$ cat config.mk
export PLATFORM = sky130hd
export DESIGN_NAME = ps2_mouse_packet_cursor_flat
export DESIGN_NICKNAME = d
export VERILOG_FILES = /design/src/hdl/ps2mpc_pkg.sv /design/src/hdl/ps2mpc_ifs.sv /design/src/hdl/ps2mpc_framer.sv /design/src/hdl/ps2mpc_cursor.sv /design/src/hdl/ps2_mouse_packet_cursor.sv /design/src/flat_wrapper.sv
export SDC_FILE = /design/constraint.sdc
export NUM_CORES = 1
export LEC_CHECK = 0
export BUFFER_PORTS_ARGS = -buffer_cell sky130_fd_sc_hd__buf_4
export CORE_UTILIZATION = 55
export CTS_CLUSTER_DIAMETER = 80
export DETAILED_ROUTE_END_ITERATION = 8
export GPL_ROUTABILITY_DRIVEN = 0
export PLACE_DENSITY = 0.76
export SETUP_SLACK_MARGIN = 0.02
export SKIP_CTS_REPAIR_TIMING = 1
export SLEW_MARGIN = 40
export SYNTH_ARGS = -nofsm -noshare
export SYNTH_HDL_FRONTEND = slang
export SYNTH_SLANG_ARGS = --single-unit
$ cat constraint.sdc
create_clock -name clock -period 9.1 [get_ports clock]
set_clock_uncertainty 0.1 [all_clocks]
set_input_delay 0.91 -clock clock [delete_from_list [all_inputs] [get_ports clock]]
set_output_delay 0.91 -clock clock [all_outputs]
set_load 0.02 [all_outputs]
$ cat src/hdl/ps2mpc_pkg.sv
package ps2mpc_pkg;

   localparam int BYTE_W    = 8;
   localparam int POS_W     = 12;
   localparam int BTN_W     = 3;
   localparam int DELTA_W   = BYTE_W + 1;
   localparam int SUM_W     = POS_W + 2;
   localparam int CSR_IDX_W = 2;

   localparam int SYNC_BIT  = 3;
   localparam int XSIGN_BIT = 4;
   localparam int YSIGN_BIT = 5;

   localparam logic [CSR_IDX_W-1:0] CSR_X_LIMIT = 2'd0;
   localparam logic [CSR_IDX_W-1:0] CSR_Y_LIMIT = 2'd1;

   localparam logic [POS_W-1:0] X_LIMIT_RESET = 12'd1023;
   localparam logic [POS_W-1:0] Y_LIMIT_RESET = 12'd767;
   localparam logic [POS_W-1:0] POS_X_RESET   = 12'd400;
   localparam logic [POS_W-1:0] POS_Y_RESET   = 12'd300;

   typedef enum logic [1:0] {
      PH_HEADER = 2'd0,
      PH_X_BYTE = 2'd1,
      PH_Y_BYTE = 2'd2
   } phase_type;

   typedef struct packed {
      logic               hit;
      logic [BTN_W-1:0]   buttons;
      logic [DELTA_W-1:0] dx;
      logic [DELTA_W-1:0] dy_raw;
   } pkt_type;

endpackage

$ cat src/hdl/ps2mpc_ifs.sv
interface ps2mpc_req_if;
   logic                           valid;
   logic                           ready;
   logic [ps2mpc_pkg::BYTE_W-1:0]  rx_byte;

   modport source (output valid, output rx_byte, input ready);
   modport sink   (input valid, input rx_byte, output ready);
endinterface

interface ps2mpc_rsp_if;
   logic                           valid;
   logic                           ready;
   logic [ps2mpc_pkg::POS_W-1:0]   cursor_x;
   logic [ps2mpc_pkg::POS_W-1:0]   cursor_y;
   logic [ps2mpc_pkg::BTN_W-1:0]   button_bits;

   modport source (output valid, output cursor_x, output cursor_y, output button_bits,
                   input ready);
   modport sink   (input valid, input cursor_x, input cursor_y, input button_bits,
                   output ready);
endinterface

interface ps2mpc_csr_if;
   logic                              valid;
   logic                              ready;
   logic [ps2mpc_pkg::CSR_IDX_W-1:0]  index;
   logic [ps2mpc_pkg::POS_W-1:0]      data;

   modport source (output valid, output index, output data, input ready);
   modport sink   (input valid, input index, input data, output ready);
endinterface

$ cat src/hdl/ps2mpc_framer.sv
module ps2mpc_framer (
   input  logic                           clock,
   input  logic                           reset,
   input  logic                           byte_valid,
   input  logic [ps2mpc_pkg::BYTE_W-1:0]  byte_data,
   input  logic                           take,
   output ps2mpc_pkg::pkt_type            pkt
);

   ps2mpc_pkg::phase_type              phase_ff, phase_in;
   logic [ps2mpc_pkg::BYTE_W-1:0]      header_ff, header_in;
   logic [ps2mpc_pkg::BYTE_W-1:0]      xbyte_ff, xbyte_in;

   always_ff @(posedge clock) begin
      if (reset) begin
         phase_ff <= ps2mpc_pkg::PH_HEADER;
      end else begin
         phase_ff <= phase_in;
      end
      header_ff <= header_in;
      xbyte_ff  <= xbyte_in;
   end

   always_comb begin
      phase_in    = phase_ff;
      header_in   = header_ff;
      xbyte_in    = xbyte_ff;
      pkt.hit     = 1'b0;
      pkt.buttons = header_ff[ps2mpc_pkg::BTN_W-1:0];
      pkt.dx      = {header_ff[ps2mpc_pkg::XSIGN_BIT], xbyte_ff};
      pkt.dy_raw  = {header_ff[ps2mpc_pkg::YSIGN_BIT], byte_data};
      unique case (phase_ff)
         ps2mpc_pkg::PH_X_BYTE: begin
            if (take) begin
               xbyte_in = byte_data;
               phase_in = ps2mpc_pkg::PH_Y_BYTE;
            end
         end
         ps2mpc_pkg::PH_Y_BYTE: begin
            pkt.hit = byte_valid;
            if (take) begin
               phase_in = ps2mpc_pkg::PH_HEADER;
            end
         end
         default: begin
            // drop a header without the sync bit
            if (take) begin
               if (byte_data[ps2mpc_pkg::SYNC_BIT]) begin
                  header_in = byte_data;
                  phase_in  = ps2mpc_pkg::PH_X_BYTE;
               end else begin
                  phase_in  = ps2mpc_pkg::PH_HEADER;
               end
            end
         end
      endcase
   end

endmodule

$ cat src/hdl/ps2mpc_cursor.sv
module ps2mpc_cursor (
   input  logic                           clock,
   input  logic                           reset,
   input  ps2mpc_pkg::pkt_type            pkt,
   input  logic                           load,
   input  logic [ps2mpc_pkg::POS_W-1:0]   x_limit,
   input  logic [ps2mpc_pkg::POS_W-1:0]   y_limit,
   output logic                           slot_free,
   ps2mpc_rsp_if.source                   rsp_chan
);

   localparam int EXT_W = ps2mpc_pkg::SUM_W - ps2mpc_pkg::DELTA_W;

   logic [ps2mpc_pkg::POS_W-1:0]  pos_x_ff, pos_x_in;
   logic [ps2mpc_pkg::POS_W-1:0]  pos_y_ff, pos_y_in;
   logic [ps2mpc_pkg::BTN_W-1:0]  btn_ff, btn_in;
   logic                          rsp_valid_ff, rsp_valid_in;
   logic [ps2mpc_pkg::SUM_W-1:0]  x_sum;
   logic [ps2mpc_pkg::SUM_W-1:0]  y_sum;

   function automatic logic [ps2mpc_pkg::POS_W-1:0] clamp_axis(
      input logic [ps2mpc_pkg::SUM_W-1:0] sum,
      input logic [ps2mpc_pkg::POS_W-1:0] limit
   );
      logic [ps2mpc_pkg::POS_W-1:0] res;
      if (sum[ps2mpc_pkg::SUM_W-1]) begin
         res = '0;
      end else if (sum[ps2mpc_pkg::SUM_W-2:0] > {1'b0, limit}) begin
         res = limit;
      end else begin
         res = sum[ps2mpc_pkg::POS_W-1:0];
      end
      return res;
   endfunction

   always_ff @(posedge clock) begin
      if (reset) begin
         pos_x_ff     <= ps2mpc_pkg::POS_X_RESET;
         pos_y_ff     <= ps2mpc_pkg::POS_Y_RESET;
         rsp_valid_ff <= 1'b0;
      end else begin
         pos_x_ff     <= pos_x_in;
         pos_y_ff     <= pos_y_in;
         rsp_valid_ff <= rsp_valid_in;
      end
      btn_ff <= btn_in;
   end

   always_comb begin
      // screen-down is positive, so subtract the Y delta
      x_sum = {2'b00, pos_x_ff} + {{EXT_W{pkt.dx[ps2mpc_pkg::DELTA_W-1]}}, pkt.dx};
      y_sum = {2'b00, pos_y_ff} - {{EXT_W{pkt.dy_raw[ps2mpc_pkg::DELTA_W-1]}}, pkt.dy_raw};
      pos_x_in     = pos_x_ff;
      pos_y_in     = pos_y_ff;
      btn_in       = btn_ff;
      rsp_valid_in = rsp_valid_ff;
      if (load) begin
         pos_x_in     = clamp_axis(x_sum, x_limit);
         pos_y_in     = clamp_axis(y_sum, y_limit);
         btn_in       = pkt.buttons;
         rsp_valid_in = 1'b1;
      end else if (rsp_chan.ready) begin
         rsp_valid_in = 1'b0;
      end
   end

   assign slot_free            = !rsp_valid_ff || rsp_chan.ready;
   assign rsp_chan.valid       = rsp_valid_ff;
   assign rsp_chan.cursor_x    = pos_x_ff;
   assign rsp_chan.cursor_y    = pos_y_ff;
   assign rsp_chan.button_bits = btn_ff;

endmodule

$ cat src/hdl/ps2_mouse_packet_cursor.sv
// Channel   Dir  Payload                               Accepted when
// req_chan  in   rx_byte[7:0]                          valid && ready
// rsp_chan  out  cursor_x[11:0] cursor_y[11:0] button_bits[2:0]  valid && ready
// csr_chan  in   index[1:0] data[11:0]                 valid && ready (ready always high)
//
// One byte per cycle sustained unless the input register stalls; the result register loads
// while the third byte sits in the input register and passes the framer and clamp adders,
// so that byte passes the input register and then the result register before it is valid.
// The input register stalls only when it holds a third byte and the result register
// is full and not being taken. Reset clears the framing phase and the result valid,
// and sets the limits to 1023/767 and the cursor to 400/300.
module ps2_mouse_packet_cursor (
   input  logic          clock,
   input  logic          reset,
   ps2mpc_req_if.sink    req_chan,
   ps2mpc_rsp_if.source  rsp_chan,
   ps2mpc_csr_if.sink    csr_chan
);

   logic                           s1_valid_ff, s1_valid_in;
   logic [ps2mpc_pkg::BYTE_W-1:0]  s1_byte_ff, s1_byte_in;
   logic [ps2mpc_pkg::POS_W-1:0]   x_limit_ff, x_limit_in;
   logic [ps2mpc_pkg::POS_W-1:0]   y_limit_ff, y_limit_in;
   ps2mpc_pkg::pkt_type            pkt;
   logic                           slot_free;
   logic                           advance;
   logic                           accept;

   always_ff @(posedge clock) begin
      if (reset) begin
         s1_valid_ff <= 1'b0;
         x_limit_ff  <= ps2mpc_pkg::X_LIMIT_RESET;
         y_limit_ff  <= ps2mpc_pkg::Y_LIMIT_RESET;
      end else begin
         s1_valid_ff <= s1_valid_in;
         x_limit_ff  <= x_limit_in;
         y_limit_ff  <= y_limit_in;
      end
      s1_byte_ff <= s1_byte_in;
   end

   assign advance          = s1_valid_ff && (!pkt.hit || slot_free);
   assign req_chan.ready   = !s1_valid_ff || advance;
   assign accept           = req_chan.valid && req_chan.ready;
   assign csr_chan.ready   = 1'b1;

   always_comb begin
      s1_valid_in = s1_valid_ff;
      s1_byte_in  = s1_byte_ff;
      if (accept) begin
         s1_valid_in = 1'b1;
         s1_byte_in  = req_chan.rx_byte;
      end else if (advance) begin
         s1_valid_in = 1'b0;
      end
   end

   always_comb begin
      x_limit_in = x_limit_ff;
      y_limit_in = y_limit_ff;
      if (csr_chan.valid) begin
         unique case (csr_chan.index)
            ps2mpc_pkg::CSR_X_LIMIT: x_limit_in = csr_chan.data;
            ps2mpc_pkg::CSR_Y_LIMIT: y_limit_in = csr_chan.data;
            default: begin
            end
         endcase
      end
   end

   ps2mpc_framer u_framer (
      .clock      (clock),
      .reset      (reset),
      .byte_valid (s1_valid_ff),
      .byte_data  (s1_byte_ff),
      .take       (advance),
      .pkt        (pkt)
   );

   ps2mpc_cursor u_cursor (
      .clock     (clock),
      .reset     (reset),
      .pkt       (pkt),
      .load      (advance && pkt.hit),
      .x_limit   (x_limit_ff),
      .y_limit   (y_limit_ff),
      .slot_free (slot_free),
      .rsp_chan  (rsp_chan)
   );

endmodule

$ cat src/flat_wrapper.sv
// flat-port wrapper written by rule: the top's interface ports become plain ports
module ps2_mouse_packet_cursor_flat 
  (clock, reset, req_chan_valid, req_chan_rx_byte, req_chan_ready, rsp_chan_valid, rsp_chan_cursor_x, rsp_chan_cursor_y, rsp_chan_button_bits, rsp_chan_ready, csr_chan_valid, csr_chan_index, csr_chan_data, csr_chan_ready);
  ps2mpc_req_if req_chan_i ();
  ps2mpc_rsp_if rsp_chan_i ();
  ps2mpc_csr_if csr_chan_i ();
  input  logic clock;
  input  logic reset;
  input wire logic [$bits(req_chan_i.valid)-1:0] req_chan_valid;
  input wire logic [$bits(req_chan_i.rx_byte)-1:0] req_chan_rx_byte;
  output wire logic [$bits(req_chan_i.ready)-1:0] req_chan_ready;
  output wire logic [$bits(rsp_chan_i.valid)-1:0] rsp_chan_valid;
  output wire logic [$bits(rsp_chan_i.cursor_x)-1:0] rsp_chan_cursor_x;
  output wire logic [$bits(rsp_chan_i.cursor_y)-1:0] rsp_chan_cursor_y;
  output wire logic [$bits(rsp_chan_i.button_bits)-1:0] rsp_chan_button_bits;
  input wire logic [$bits(rsp_chan_i.ready)-1:0] rsp_chan_ready;
  input wire logic [$bits(csr_chan_i.valid)-1:0] csr_chan_valid;
  input wire logic [$bits(csr_chan_i.index)-1:0] csr_chan_index;
  input wire logic [$bits(csr_chan_i.data)-1:0] csr_chan_data;
  output wire logic [$bits(csr_chan_i.ready)-1:0] csr_chan_ready;
  assign req_chan_i.valid = req_chan_valid;
  assign req_chan_i.rx_byte = req_chan_rx_byte;
  assign req_chan_ready = req_chan_i.ready;
  assign rsp_chan_valid = rsp_chan_i.valid;
  assign rsp_chan_cursor_x = rsp_chan_i.cursor_x;
  assign rsp_chan_cursor_y = rsp_chan_i.cursor_y;
  assign rsp_chan_button_bits = rsp_chan_i.button_bits;
  assign rsp_chan_i.ready = rsp_chan_ready;
  assign csr_chan_i.valid = csr_chan_valid;
  assign csr_chan_i.index = csr_chan_index;
  assign csr_chan_i.data = csr_chan_data;
  assign csr_chan_ready = csr_chan_i.ready;
  ps2_mouse_packet_cursor u_core (.clock(clock), .reset(reset), .req_chan(req_chan_i), .rsp_chan(rsp_chan_i), .csr_chan(csr_chan_i));
endmodule
==> report_table.html <==
<table>
<tr><th>Metric</th><th>Value</th></tr>
<tr><th colspan="2">Routing</th></tr>
<tr><td>Antenna Nets Post-Route</td><td>0</td></tr>
<tr><td>Total Wirelength</td><td>11200 µm</td></tr>
<tr><td>Vias per cell</td><td>5.91</td></tr>
<tr><td>Average wire per standard cell</td><td>16.6 µm</td></tr>
<tr><td>Vias post-DR</td><td>3978</td></tr>
<tr><td>DRC violations left</td><td>0</td></tr>
<tr><td>DRT iter0 DRCs</td><td>159</td></tr>
<tr><td>Router iterations before antenna repair</td><td>5</td></tr>
<tr><th colspan="2">Yosys</th></tr>
<tr><td>Synth area leader</td><td>dfxtp_1</td></tr>
<tr><td>Number of flip-flops and latches in the synthesized netlist</td><td>76</td></tr>
<tr><td>Number of synthesized flops with an enable pin</td><td>24</td></tr>
<tr><td>Syn_nets</td><td>591</td></tr>
<tr><td>Post-synthesis instance area</td><td>4700 µm²</td></tr>
<tr><td>Fraction of the yosys area taken by sequential cells</td><td>37.5%</td></tr>
<tr><td>Dominant cells by area after synthesis</td><td>dfxtp_1 (22%), edfxtp_1 (15%), ha_1 (14%)</td></tr>
<tr><td>Prevailing post-synth register cell</td><td>dfxtp_1</td></tr>
<tr><td>Average cell area after synthesis</td><td>9.21 µm²</td></tr>
<tr><td>Async set-or-reset flop fraction in the synthesized netlist</td><td>0%</td></tr>
<tr><td>Synth cell types</td><td>62</td></tr>
<tr><td>Gate count of the mapped netlist</td><td>510</td></tr>
<tr><td>Area share of the largest cell type after synthesis</td><td>22.2%</td></tr>
<tr><td>Synth Warn #</td><td>0</td></tr>
<tr><th colspan="2">Timing</th></tr>
<tr><td>F_max</td><td>0.228 GHz</td></tr>
<tr><td>Tightest Pin Transition</td><td>833 ps</td></tr>
<tr><td>Post-layout min period</td><td>4380 ps</td></tr>
<tr><td>Final-layout setup total negative slack</td><td>0 ps</td></tr>
<tr><td>Share of the cycle needed by the critical path after routing</td><td>48.2%</td></tr>
<tr><td>Final hold slack</td><td>319 ps</td></tr>
<tr><td>Slew Viols, Final</td><td>0</td></tr>
<tr><td>Setup violators final</td><td>0</td></tr>
<tr><td>Remaining max-slew budget at the tightest pin</td><td>44.5%</td></tr>
<tr><td>Total count of hold-check failures in the final report</td><td>0</td></tr>
<tr><td>Setup repair after global routing missed its margin</td><td>false</td></tr>
<tr><th colspan="2">Setup path</th></tr>
<tr><td>CP Capture Type</td><td>flip-flop</td></tr>
<tr><td>Startpoint types</td><td>flip-flop</td></tr>
<tr><td>Critical-path cell with the highest stage delay</td><td>a21oi_2</td></tr>
<tr><td>Category of the critical setup timing path</td><td>reg -&gt; reg</td></tr>
<tr><td>Maximum fanout count along the critical path</td><td>12</td></tr>
<tr><td>CP Cell Sequence</td><td>ha_1 -&gt; a21oi_1 -&gt; nand2_1 -&gt; or3_1 -&gt; o221ai_1 -&gt; xnor2_1 -&gt; ha_1 -&gt; and4_1 -&gt; nand4_1 -&gt; o22ai_1 -&gt; a21oi_1 -&gt; a21oi_2 -&gt; mux2_2 -&gt; a221o_1</td></tr>
<tr><td>Worst endpoint required time</td><td>9250 ps</td></tr>
<tr><td>Data arrival at the endpoint of the critical path</td><td>4530 ps</td></tr>
<tr><td>Longest individual stage delay on the worst path</td><td>620 ps</td></tr>
<tr><th colspan="2">Floorplanning</th></tr>
<tr><td>CORE AREA</td><td>8260 µm²</td></tr>
<tr><td>Initial standard-cell utilization of the core</td><td>56.9%</td></tr>
<tr><td>Die outline area</td><td>8910 µm²</td></tr>
<tr><td>Die Y</td><td>94.4 µm</td></tr>
<tr><td>Count of pins on the block boundary</td><td>57</td></tr>
<tr><td>Number of placement rows</td><td>33</td></tr>
<tr><td>Chip Width</td><td>94.4 µm</td></tr>
<tr><th colspan="2">Cells and area</th></tr>
<tr><td>Total inserted antenna cells</td><td>0</td></tr>
<tr><td>Multi-input gate area in the final layout</td><td>2680 µm²</td></tr>
<tr><td>Share of cells above drive strength 1</td><td>15.1%</td></tr>
<tr><td>Area grow syn2layout</td><td>14.4%</td></tr>
<tr><td>Total Nets Final</td><td>644</td></tr>
<tr><td>Filler instances</td><td>694</td></tr>
<tr><td>Register cell area after layout</td><td>1760 µm²</td></tr>
<tr><th colspan="2">Pwr</th></tr>
<tr><td>Highest ir drop seen on vdd</td><td>0.119 mV</td></tr>
<tr><td>Reported net switching power</td><td>0.207 mW</td></tr>
<tr><td>Cell Int Power</td><td>0.507 mW</td></tr>
<tr><td>Standby leakage power</td><td>2.34 nW</td></tr>
<tr><td>Portion of total power attributed to combinational logic</td><td>14.3%</td></tr>
<tr><td>Net switching share of the total power</td><td>29.0%</td></tr>
<tr><td>Cell area power density</td><td>133 nW/µm²</td></tr>
<tr><td>Clock power share</td><td>34.5%</td></tr>
<tr><td>Share of total power in sequential cells</td><td>51.3%</td></tr>
<tr><th colspan="2">Status</th></tr>
<tr><td>Status</td><td>complete, no violations</td></tr>
<tr><th colspan="2">Place</th></tr>
<tr><td>Port buffer count</td><td>55</td></tr>
<tr><td>Half-perimeter wire length after detailed placement</td><td>8750 µm</td></tr>
<tr><th colspan="2">CTS</th></tr>
<tr><td>TritonCTS sink count</td><td>76</td></tr>
<tr><td>H-tree Lvls</td><td>3</td></tr>
<tr><td>Source-to-sink clock delay at the later pin of the worst-skew pair</td><td>360 ps</td></tr>
<tr><td>Maximum buffer depth of the clock tree</td><td>2</td></tr>
<tr><td>Buffer cell driving the clock tree root</td><td>clkbuf_8</td></tr>
<tr><td>Clock-pin slew on the worst setup and hold paths</td><td>90 ps</td></tr>
<tr><td>TritonCTS clock tree</td><td>yes</td></tr>
<tr><td>Number of buffers created by CTS</td><td>9</td></tr>
<tr><th colspan="2">GRT</th></tr>
<tr><td>Wire length of the first global-routing pass</td><td>17900 µm</td></tr>
<tr><td>Total gr overflow</td><td>0</td></tr>
<tr><td>Initial antenna violation count</td><td>0</td></tr>
<tr><td>Pin count of the biggest net entering global routing</td><td>28</td></tr>
<tr><td>Global router's overall resource usage</td><td>26.7%</td></tr>
<tr><td>Via count of the first global-routing pass</td><td>3822</td></tr>
<tr><th colspan="2">Flow run</th></tr>
<tr><td>MaxCap Viol Count</td><td>0</td></tr>
<tr><th colspan="2">Min path</th></tr>
<tr><td>Path type of the worst min-delay path</td><td>reg -&gt; reg</td></tr>
</table>
## cells in the final DEF, fill, tap and decap left out, drive strengths merged, types with 3 or more instances in the layout
cell | synthesis | layout
a211oi | 7 | 7
a21o | 3 | 3
a21oi | 32 | 32
a221o | 4 | 4
and4 | 4 | 4
buf | 3 | 57
clkbuf | 12 | 9
dfxtp | 52 | 52
edfxtp | 24 | 24
ha | 52 | 52
inv | 51 | 55
mux2 | 3 | 3
mux2i | 22 | 22
nand2 | 59 | 59
nand3 | 8 | 8
nand4 | 4 | 4
nor2 | 18 | 18
nor2b | 7 | 7
nor3 | 10 | 10
o211ai | 23 | 23
o21a | 11 | 11
o21ai | 35 | 35
o31ai | 3 | 3
or3 | 6 | 6
xnor2 | 16 | 16
## power by group through the flow
stage	sequential (mW)	clock (mW)	combinational, mW
3_3_place_gp	0.373	0	0.0975
6_report	0.366	0.246	0.102
4_1_cts	0.366	0.250	0.101
3_5_place_dp	0.373	0	0.101
2_1_floorplan	0.370	0	0.0725
5_1_grt	0.367	0.264	0.113
## path summary, 6_finish.rpt
check                                             startpoint                                       to  slack, ps  cells past startpoint
worst min register to register  u_core.u_framer.header_ff[1]  u_core.u_cursor.rsp_chan.button_bits[1]        320                      0
worst max register to register  u_core.u_framer.header_ff[4]     u_core.u_cursor.rsp_chan.cursor_x[7]       4720                     14
worst min-delay path            u_core.u_framer.header_ff[1]  u_core.u_cursor.rsp_chan.button_bits[1]        320                      0
worst max-delay path            u_core.u_framer.header_ff[4]     u_core.u_cursor.rsp_chan.cursor_x[7]       4720                     14
## per-stage QoR
| step | utilization, % | worst slack, ps | instances | power (mW) | area, µm² |
|---|---|---|---|---|---|
| global route | 65.1 | 4430 | 673 | 0.744 | 5370 |
| global placement | 62.8 | 4850 | 657 | 0.471 | 5180 |
| CTS | 65.0 | 4750 | 673 | 0.717 | 5370 |
| finish | 65.1 | 4720 | 673 | 0.714 | 5370 |
| detailed placement | 62.8 | 4760 | 657 | 0.474 | 5180 |
| floorplan | - | 5440 | 510 | 0.443 | 4700 |
## critical path, delay by kind of cell (launching register included)
kind                       cells  cell delay [ps]
AOI/OAI and AO/OA              6             1540
DFF                            1              570
and+or+nand+nor                4              730
adders and majority gates      2              760
muxes                          1              420
xor gates and xnor gates       1              140
## routing by layer
layer  vias up  routed length [µm]  GRT usage (%)
li1       1957                   -              -
met4         0                 459           15.0
met5         -                   0              0
met1      1843                4820           33.6
met2       138                5250           43.7
met3        40                 665           4.27
## kinds of logic after synthesis
logic type | count (synthesis) | synth area share [%]
and+or+nand+nor | 131 | 13.6
AOI/OAI and AO/OA | 139 | 19.7
adders and majority gates | 54 | 14.7
DFF | 76 | 37.5
xor gates and xnor gates | 17 | 3.17
buffers and inverters | 67 | 5.78
other | 1 | 0.0798
muxes | 25 | 5.49
## sequential cells by signal (all words and copies together), names as in the netlist
name	flops
u_core.s1_byte_ff	8
u_core.u_framer.xbyte_ff	8
u_core.y_limit_ff	12
u_core.u_framer.header_ff	5
u_core.u_cursor.rsp_chan.cursor_y	12
u_core.u_framer.phase_ff	2
u_core.s1_valid_ff	1
u_core.u_cursor.rsp_chan.valid	1
u_core.u_cursor.rsp_chan.button_bits	3
u_core.u_cursor.rsp_chan.cursor_x	12
u_core.x_limit_ff	12
## cell type report
class / instances / share of cell area [%]
clock buffers: 9 / 2.31
flip-flops and latches: 76 / 32.8
multi-input cells: 367 / 49.8
repair buffers: 57 / 7.96
inverters: 52 / 3.63
clock inverters: 7 / 1.07
well taps: 105 / 2.45
## Yosys cell counts (3+ instances only)
cell type	n
nand4_1	4
nor3_1	9
a211oi_1	7
a21o_1	3
nor2b_1	7
ha_1	52
mux2i_1	22
a21oi_1	31
xnor2_1	16
and4_1	4
dfxtp_1	52
clkbuf_1	11
nor2_1	18
or3_1	6
edfxtp_1	24
a221o_1	4
o21ai_1	4
nand2_1	59
o211ai_1	23
inv_1	51
o21ai_0	30
o21a_1	11
nand3_1	8
No activity file was read; power rests on OpenSTA's default activity.
